--- src/hdl/tccw_pkg.sv ---
// Shared constants, types and the control store of the text console cell writer.
`default_nettype none

package tccw_pkg;

    // Screen geometry
    localparam int COLUMNS   = 80;
    localparam int ROWS      = 25;
    localparam int TAB_WIDTH = 8;

    localparam int CELLS  = COLUMNS * ROWS;
    localparam int COL_W  = $clog2(COLUMNS);
    localparam int ROW_W  = $clog2(ROWS);
    localparam int ADDR_W = $clog2(CELLS);
    localparam int PH_W   = $clog2(TAB_WIDTH);

    localparam logic [15:0] BLANK_CELL = 16'h0F20;

    // Stream payload sizes
    localparam int IN_BITS  = 16 + ROW_W + COL_W;
    localparam int IN_W     = ((IN_BITS + 7) / 8) * 8;
    localparam int OUT_BITS = COL_W + ROW_W + ADDR_W + 1 + 16;
    localparam int OUT_W    = ((OUT_BITS + 7) / 8) * 8;

    // Control characters
    localparam logic [7:0] CH_BS  = 8'h08;
    localparam logic [7:0] CH_TAB = 8'h09;
    localparam logic [7:0] CH_LF  = 8'h0A;
    localparam logic [7:0] CH_CR  = 8'h0D;

    typedef enum logic [1:0] {
        CMD_PUT   = 2'd0,
        CMD_CLEAR = 2'd1,
        CMD_READ  = 2'd2,
        CMD_NONE  = 2'd3
    } cmd_t;

    typedef enum logic [2:0] {
        MEM_NONE,
        MEM_PUT,
        MEM_RD_CELL,
        MEM_COPY,
        MEM_BLANK
    } mem_op_t;

    typedef enum logic [1:0] {
        PTR_HOLD,
        PTR_ZERO,
        PTR_INC,
        PTR_LAST_ROW
    } ptr_op_t;

    typedef enum logic [1:0] {
        CUR_HOLD,
        CUR_HOME,
        CUR_PUT
    } cur_op_t;

    typedef enum logic [2:0] {
        COND_NEXT,
        COND_ALWAYS,
        COND_DISPATCH,
        COND_NO_SCROLL,
        COND_COPY_MORE,
        COND_BLANK_MORE,
        COND_OUT_BUSY
    } cond_t;

    typedef logic [3:0] step_t;

    localparam step_t ST_RST0  = 4'd0;
    localparam step_t ST_RST1  = 4'd1;
    localparam step_t ST_RST2  = 4'd2;
    localparam step_t ST_PUT0  = 4'd3;
    localparam step_t ST_PUT1  = 4'd4;
    localparam step_t ST_COPY  = 4'd5;
    localparam step_t ST_DRAIN = 4'd6;
    localparam step_t ST_BLANK = 4'd7;
    localparam step_t ST_EMIT  = 4'd8;
    localparam step_t ST_WAIT  = 4'd9;
    localparam step_t ST_CLR0  = 4'd10;
    localparam step_t ST_READ0 = 4'd11;

    typedef struct packed {
        mem_op_t mem_op;
        ptr_op_t ptr_op;
        cur_op_t cur_op;
        cond_t   cond;
        step_t   target;
        logic    accept;
        logic    emit;
    } ctrl_t;

    typedef struct packed {
        logic in_fire;
        cmd_t cmd;
        logic out_busy;
        logic scroll;
        logic copy_more;
        logic blank_more;
    } seq_flags_t;

    // Control store: one word per step
    function automatic ctrl_t ucode(input step_t step);
        ctrl_t cw;
        cw = '{mem_op: MEM_NONE, ptr_op: PTR_HOLD, cur_op: CUR_HOLD,
               cond: COND_ALWAYS, target: ST_WAIT, accept: 1'b0, emit: 1'b0};
        unique case (step)
            ST_RST0: begin
                cw.ptr_op = PTR_ZERO;
                cw.cond   = COND_NEXT;
            end
            ST_RST1: begin
                cw.mem_op = MEM_BLANK;
                cw.ptr_op = PTR_INC;
                cw.cond   = COND_BLANK_MORE;
                cw.target = ST_RST1;
            end
            ST_RST2: begin
                cw.target = ST_WAIT;
            end
            ST_PUT0: begin
                cw.mem_op = MEM_PUT;
                cw.cur_op = CUR_PUT;
                cw.ptr_op = PTR_ZERO;
                cw.cond   = COND_NEXT;
            end
            ST_PUT1: begin
                cw.cond   = COND_NO_SCROLL;
                cw.target = ST_EMIT;
            end
            ST_COPY: begin
                cw.mem_op = MEM_COPY;
                cw.ptr_op = PTR_INC;
                cw.cond   = COND_COPY_MORE;
                cw.target = ST_COPY;
            end
            ST_DRAIN: begin
                cw.ptr_op = PTR_LAST_ROW;
                cw.cond   = COND_NEXT;
            end
            ST_BLANK: begin
                cw.mem_op = MEM_BLANK;
                cw.ptr_op = PTR_INC;
                cw.cond   = COND_BLANK_MORE;
                cw.target = ST_BLANK;
            end
            ST_EMIT: begin
                cw.emit   = 1'b1;
                cw.cond   = COND_OUT_BUSY;
                cw.target = ST_EMIT;
            end
            ST_WAIT: begin
                cw.accept = 1'b1;
                cw.cond   = COND_DISPATCH;
                cw.target = ST_WAIT;
            end
            ST_CLR0: begin
                cw.cur_op = CUR_HOME;
                cw.ptr_op = PTR_ZERO;
                cw.target = ST_BLANK;
            end
            ST_READ0: begin
                cw.mem_op = MEM_RD_CELL;
                cw.target = ST_EMIT;
            end
            default: begin
                cw.target = ST_WAIT;
            end
        endcase
        return cw;
    endfunction

endpackage

`default_nettype wire

--- src/hdl/tccw_seq.sv ---
// Step counter and control store of the text console cell writer.
`default_nettype none

module tccw_seq
    import tccw_pkg::*;
(
    input  wire logic       aclk,
    input  wire logic       aresetn,
    input  wire seq_flags_t flags,
    output ctrl_t           ctrl
);

    step_t step_reg;
    step_t step_next;
    step_t dispatch;
    logic  taken;

    assign ctrl = ucode(step_reg);

    always_comb begin
        unique case (flags.cmd)
            CMD_PUT:   dispatch = ST_PUT0;
            CMD_CLEAR: dispatch = ST_CLR0;
            CMD_READ:  dispatch = ST_READ0;
            CMD_NONE:  dispatch = ST_EMIT;
            default:   dispatch = ST_EMIT;
        endcase
    end

    always_comb begin
        unique case (ctrl.cond)
            COND_NEXT:       taken = 1'b0;
            COND_ALWAYS:     taken = 1'b1;
            COND_DISPATCH:   taken = !flags.in_fire;
            COND_NO_SCROLL:  taken = !flags.scroll;
            COND_COPY_MORE:  taken = flags.copy_more;
            COND_BLANK_MORE: taken = flags.blank_more;
            COND_OUT_BUSY:   taken = flags.out_busy;
            default:         taken = 1'b0;
        endcase

        // Dispatch jumps by command; otherwise branch or advance
        if (ctrl.cond == COND_DISPATCH && flags.in_fire) begin
            step_next = dispatch;
        end else if (taken) begin
            step_next = ctrl.target;
        end else begin
            step_next = step_t'(step_reg + 1'b1);
        end
    end

    always_ff @(posedge aclk) begin
        if (!aresetn) begin
            step_reg <= ST_RST0;
        end else begin
            step_reg <= step_next;
        end
    end

endmodule

`default_nettype wire

--- config.mk ---
export PLATFORM = sky130hd
export DESIGN_NAME = tccw_seq
export DESIGN_NICKNAME = d
export VERILOG_FILES = /design/src/hdl/tccw_pkg.sv /design/src/hdl/tccw_seq.sv
export SDC_FILE = /design/constraint.sdc
export NUM_CORES = 1
export LEC_CHECK = 0
export BUFFER_PORTS_ARGS = -buffer_cell sky130_fd_sc_hd__buf_2
export CORE_UTILIZATION = 47
export DETAILED_ROUTE_END_ITERATION = 7
export PLACE_DENSITY = 0.8
export SLEW_MARGIN = 20
export SYNTH_ARGS = -nofsm -noshare
export SYNTH_HDL_FRONTEND = slang
export SYNTH_SLANG_ARGS = --single-unit
--- constraint.sdc ---
create_clock -name aclk -period 4.25 [get_ports aclk]
set_clock_uncertainty 0.15 [all_clocks]
set_input_delay 0.425 -clock aclk [delete_from_list [all_inputs] [get_ports aclk]]
set_output_delay 0.425 -clock aclk [all_outputs]
set_load 0.02 [all_outputs]
==> impl_metrics.env <==
export IMPL_ir_drop_v=0.000456
export IMPL_synthSimpleGateAreaFrac_pct=34.5
export IMPL_drive_gt1_share_pct=32.1
export IMPL_stdcell_count=123
export IMPL_fmax_ghz=0.376
export IMPL_diodes=0
export IMPL_synth_compound_area_share_pct=30.9
export IMPL_path_class="register to register"
export IMPL_num_io_pins=25
export IMPL_grt_pass1_vias=588
export IMPL_cp_end_kind="register"
export IMPL_dp_hpwl_um=1130
export IMPL_drt_iter0_markers=17
export IMPL_grt_total_usage_pct=23.3
export IMPL_yosysWarnings=0
export IMPL_final_common_cell="buf_2"
export IMPL_hold_class="input port to register"
export IMPL_root_buffer="clkbuf_4"
export IMPL_drc=0
export IMPL_max_stage_delay_ps=460
export IMPL_area_delta_synth_final_pct=21.0
export IMPL_path_max_fanout=14
export IMPL_muxShareOfSynthArea_pct=3.41
export IMPL_wl_per_cell_um=12.4
export IMPL_fin_crit_sh_pct=62.6
export IMPL_drv_cap=0
export IMPL_holdPathEnd="step_reg[0]"
export IMPL_clockBufferDepth=2
export IMPL_status="finished, final reports clean"
export IMPL_rsz0062_at_grt="no"
export IMPL_slowest_stage="ha_1"
export IMPL_synth_distinct_cells=41
export IMPL_critical_path_top_delay_family="compound AO/OA/AOI/OAI gates"
export IMPL_gp_routability_congestion=0.862
export IMPL_yosys_register_bits=4
export IMPL_syn_inst=88
export IMPL_grt_max_degree=17
export IMPL_max_slew_margin_rel_pct=65.0
export IMPL_yosysSeqAreaShare_pct=12.8
export IMPL_die_area_sq_um=1480
export IMPL_syn_num_nets=101
export IMPL_whs_path_depth=2
export IMPL_grt_pass1_wl_um=2510
export IMPL_dieHeight_um=38.4
export IMPL_finalSetupViolations=0
export IMPL_initial_utilization_pct=53.3
export IMPL_cts_tree="yes"
export IMPL_slew_viol_final=0
export IMPL_syn_area_sq_um=624
export IMPL_r2r_end="step_reg[0]"
export IMPL_clk_latency_ps=230
export IMPL_rrSetupSlack_ps=1590
export IMPL_clock_sinks=4
export IMPL_crit_chain="inv_1 -> ha_1 -> inv_2 -> or3_1 -> a32o_2 -> a21oi_4 -> mux2_1 -> o211a_1"
export IMPL_fin_util_pct=64.5
export IMPL_vias_per_cell=5.68
export IMPL_placed_cells=120
export IMPL_hold_viol_final=0
export IMPL_post_cts_resized=0
export IMPL_path_clk_slew_ps=30
export IMPL_r2r_start="step_reg[1]"
export IMPL_final_cell_mix="24 x buf_2, 10 x nor2_1, 8 x nand2_1"
export IMPL_htree_levels=1
export IMPL_core_area_sq_um=1170
export IMPL_drt_wl_total_um=1530
export IMPL_period_needed_ps=2660
export IMPL_cts_hold_buf=0
export IMPL_dr_total_vias=699
export IMPL_rows=12
export IMPL_hp_start="aresetn"
export IMPL_die_width_um=38.4
export IMPL_io_buffer_count=24
export IMPL_nets=124
export IMPL_tns_ps=0
export IMPL_critPathLaunchType="register"
export IMPL_synth_top_family_by_area="simple AND/OR/NAND/NOR gates"
export IMPL_ant_nets=0
export IMPL_avgSynthCellArea_sq_um=7.09
export IMPL_p_per_area_nw_per_um2=803
export IMPL_crit_required_ps=4220
export IMPL_arrival_ps=2630
export IMPL_p_leak_uw=0.000371
export IMPL_largest_reg_flops=4
export IMPL_cts_buffers=3
export IMPL_drtPass1Iterations=4
export IMPL_antenna_found_initial=0
export IMPL_synthAdderAreaFrac_pct=8.02
export IMPL_overflow=0
export IMPL_worst_pin_slew_ps=525
export IMPL_reg2regPathDepth=8
export IMPL_critical_path_buf_inv_count=2
export IMPL_cts_setup_buffers=0
export IMPL_synthXorXnorAreaFrac_pct=2.81
routing by layer:
metal | part of all wire, % | GRT usage [%]
met1 | 51 | 32.8
met2 | 45 | 38.6
met3 | 4.0 | 0
met4 | 0 | 7.76
met5 | 0 | 0
cell usage after synthesis:
| library cell | instances | area share [%] |
|---|---|---|
| o21bai_1 | 1 | 1.2 |
| buf_1 | 1 | 0.60 |
| nor4b_1 | 2 | 2.8 |
| mux2i_1 | 1 | 1.6 |
| a32o_2 | 1 | 1.8 |
| buf_2 | 5 | 4.0 |
| a22o_1 | 1 | 1.4 |
| nor2_2 | 2 | 2.0 |
| nand4_1 | 1 | 1.0 |
| nand2_1 | 8 | 4.8 |
| and4b_1 | 1 | 1.6 |
| mux2_1 | 1 | 1.8 |
| inv_2 | 1 | 0.60 |
| nand2b_1 | 3 | 3.0 |
| or3_1 | 1 | 1.0 |
| ha_1 | 4 | 8.0 |
| a21oi_4 | 1 | 2.6 |
| nor3_2 | 1 | 1.6 |
| a31oi_1 | 1 | 1.0 |
| nor3_1 | 1 | 0.80 |
| o21a_1 | 1 | 1.2 |
| dfxtp_1 | 4 | 13 |
| nand3_1 | 3 | 2.4 |
| nor2b_1 | 1 | 1.0 |
| and3_1 | 1 | 1.0 |
| xor2_1 | 1 | 1.4 |
| o211a_1 | 1 | 1.6 |
| and2_1 | 2 | 2.0 |
| o32a_1 | 1 | 1.6 |
| nor2_1 | 10 | 6.0 |
| and2b_1 | 2 | 2.4 |
| a22oi_1 | 1 | 1.2 |
| inv_1 | 4 | 2.4 |
| o21ai_1 | 2 | 1.6 |
| a21oi_1 | 7 | 5.6 |
| a21o_1 | 2 | 2.4 |
| o211ai_1 | 1 | 1.2 |
| xnor2_1 | 1 | 1.4 |
| or2_1 | 1 | 1.0 |
| o21ai_0 | 2 | 1.6 |
| a2111oi_2 | 2 | 4.8 |
stage by stage:
step / instance area, sq um / setup slack [ps] / hold slack, ps / total power [uW]
2_1_floorplan: 624 / 1930 / 408 / 453
3_3_place_gp: 733 / 1720 / 536 / 553
3_5_place_dp: 733 / 1630 / 538 / 559
4_1_cts: 756 / 1620 / 293 / 608
5_1_grt: 756 / 1460 / 301 / 657
6_report: 756 / 1590 / 302 / 607
worst register-to-register path: cells and delay by family, from the launching register on:
| family | cells | cell delay [ps] |
|---|---|---|
| buffers and inverters | 2 | 200 |
| AO/OA/AOI/OAI | 3 | 750 |
| flip-flops | 1 | 330 |
| AND/OR/NAND/NOR | 1 | 320 |
| adder cells (fa/ha/maj) | 1 | 460 |
| multiplexers | 1 | 350 |
cell families after synthesis:
kind of cell / Yosys count
buffers and inverters: 11
DFF: 4
and+or+nand+nor: 40
muxes: 2
xor gates and xnor gates: 2
adders and majority gates: 4
AOI/OAI and AO/OA: 25
final cells by class:
class,count,area [sq um]
clock buffer,3,22.5
tap,14,17.5
timing repair buffer,24,120
multi-input combinational,73,497
inverter,5,18.8
sequential,4,80.1
fill,123,415
worst max-delay path by stage:
stage / startpoint / endpoint / slack [ps] / cells past startpoint
after floorplan: step_reg[1] / step_reg[0] / 1930 / 9
after global placement: step_reg[1] / step_reg[0] / 1720 / 8
after detailed placement: step_reg[1] / step_reg[0] / 1630 / 8
after CTS: step_reg[1] / step_reg[0] / 1620 / 8
after global routing: step_reg[1] / step_reg[0] / 1460 / 8
final: step_reg[1] / step_reg[0] / 1590 / 8
report_power, final:
group | internal [uW] | switching [uW] | total [uW]
Clock | 31.4 | 12.9 | 44.3
Combinational | 181 | 296 | 476
Sequential | 52.2 | 34.0 | 86.2
Total | 264 | 343 | 607
Note: power is estimated with default switching activity, not from simulation.
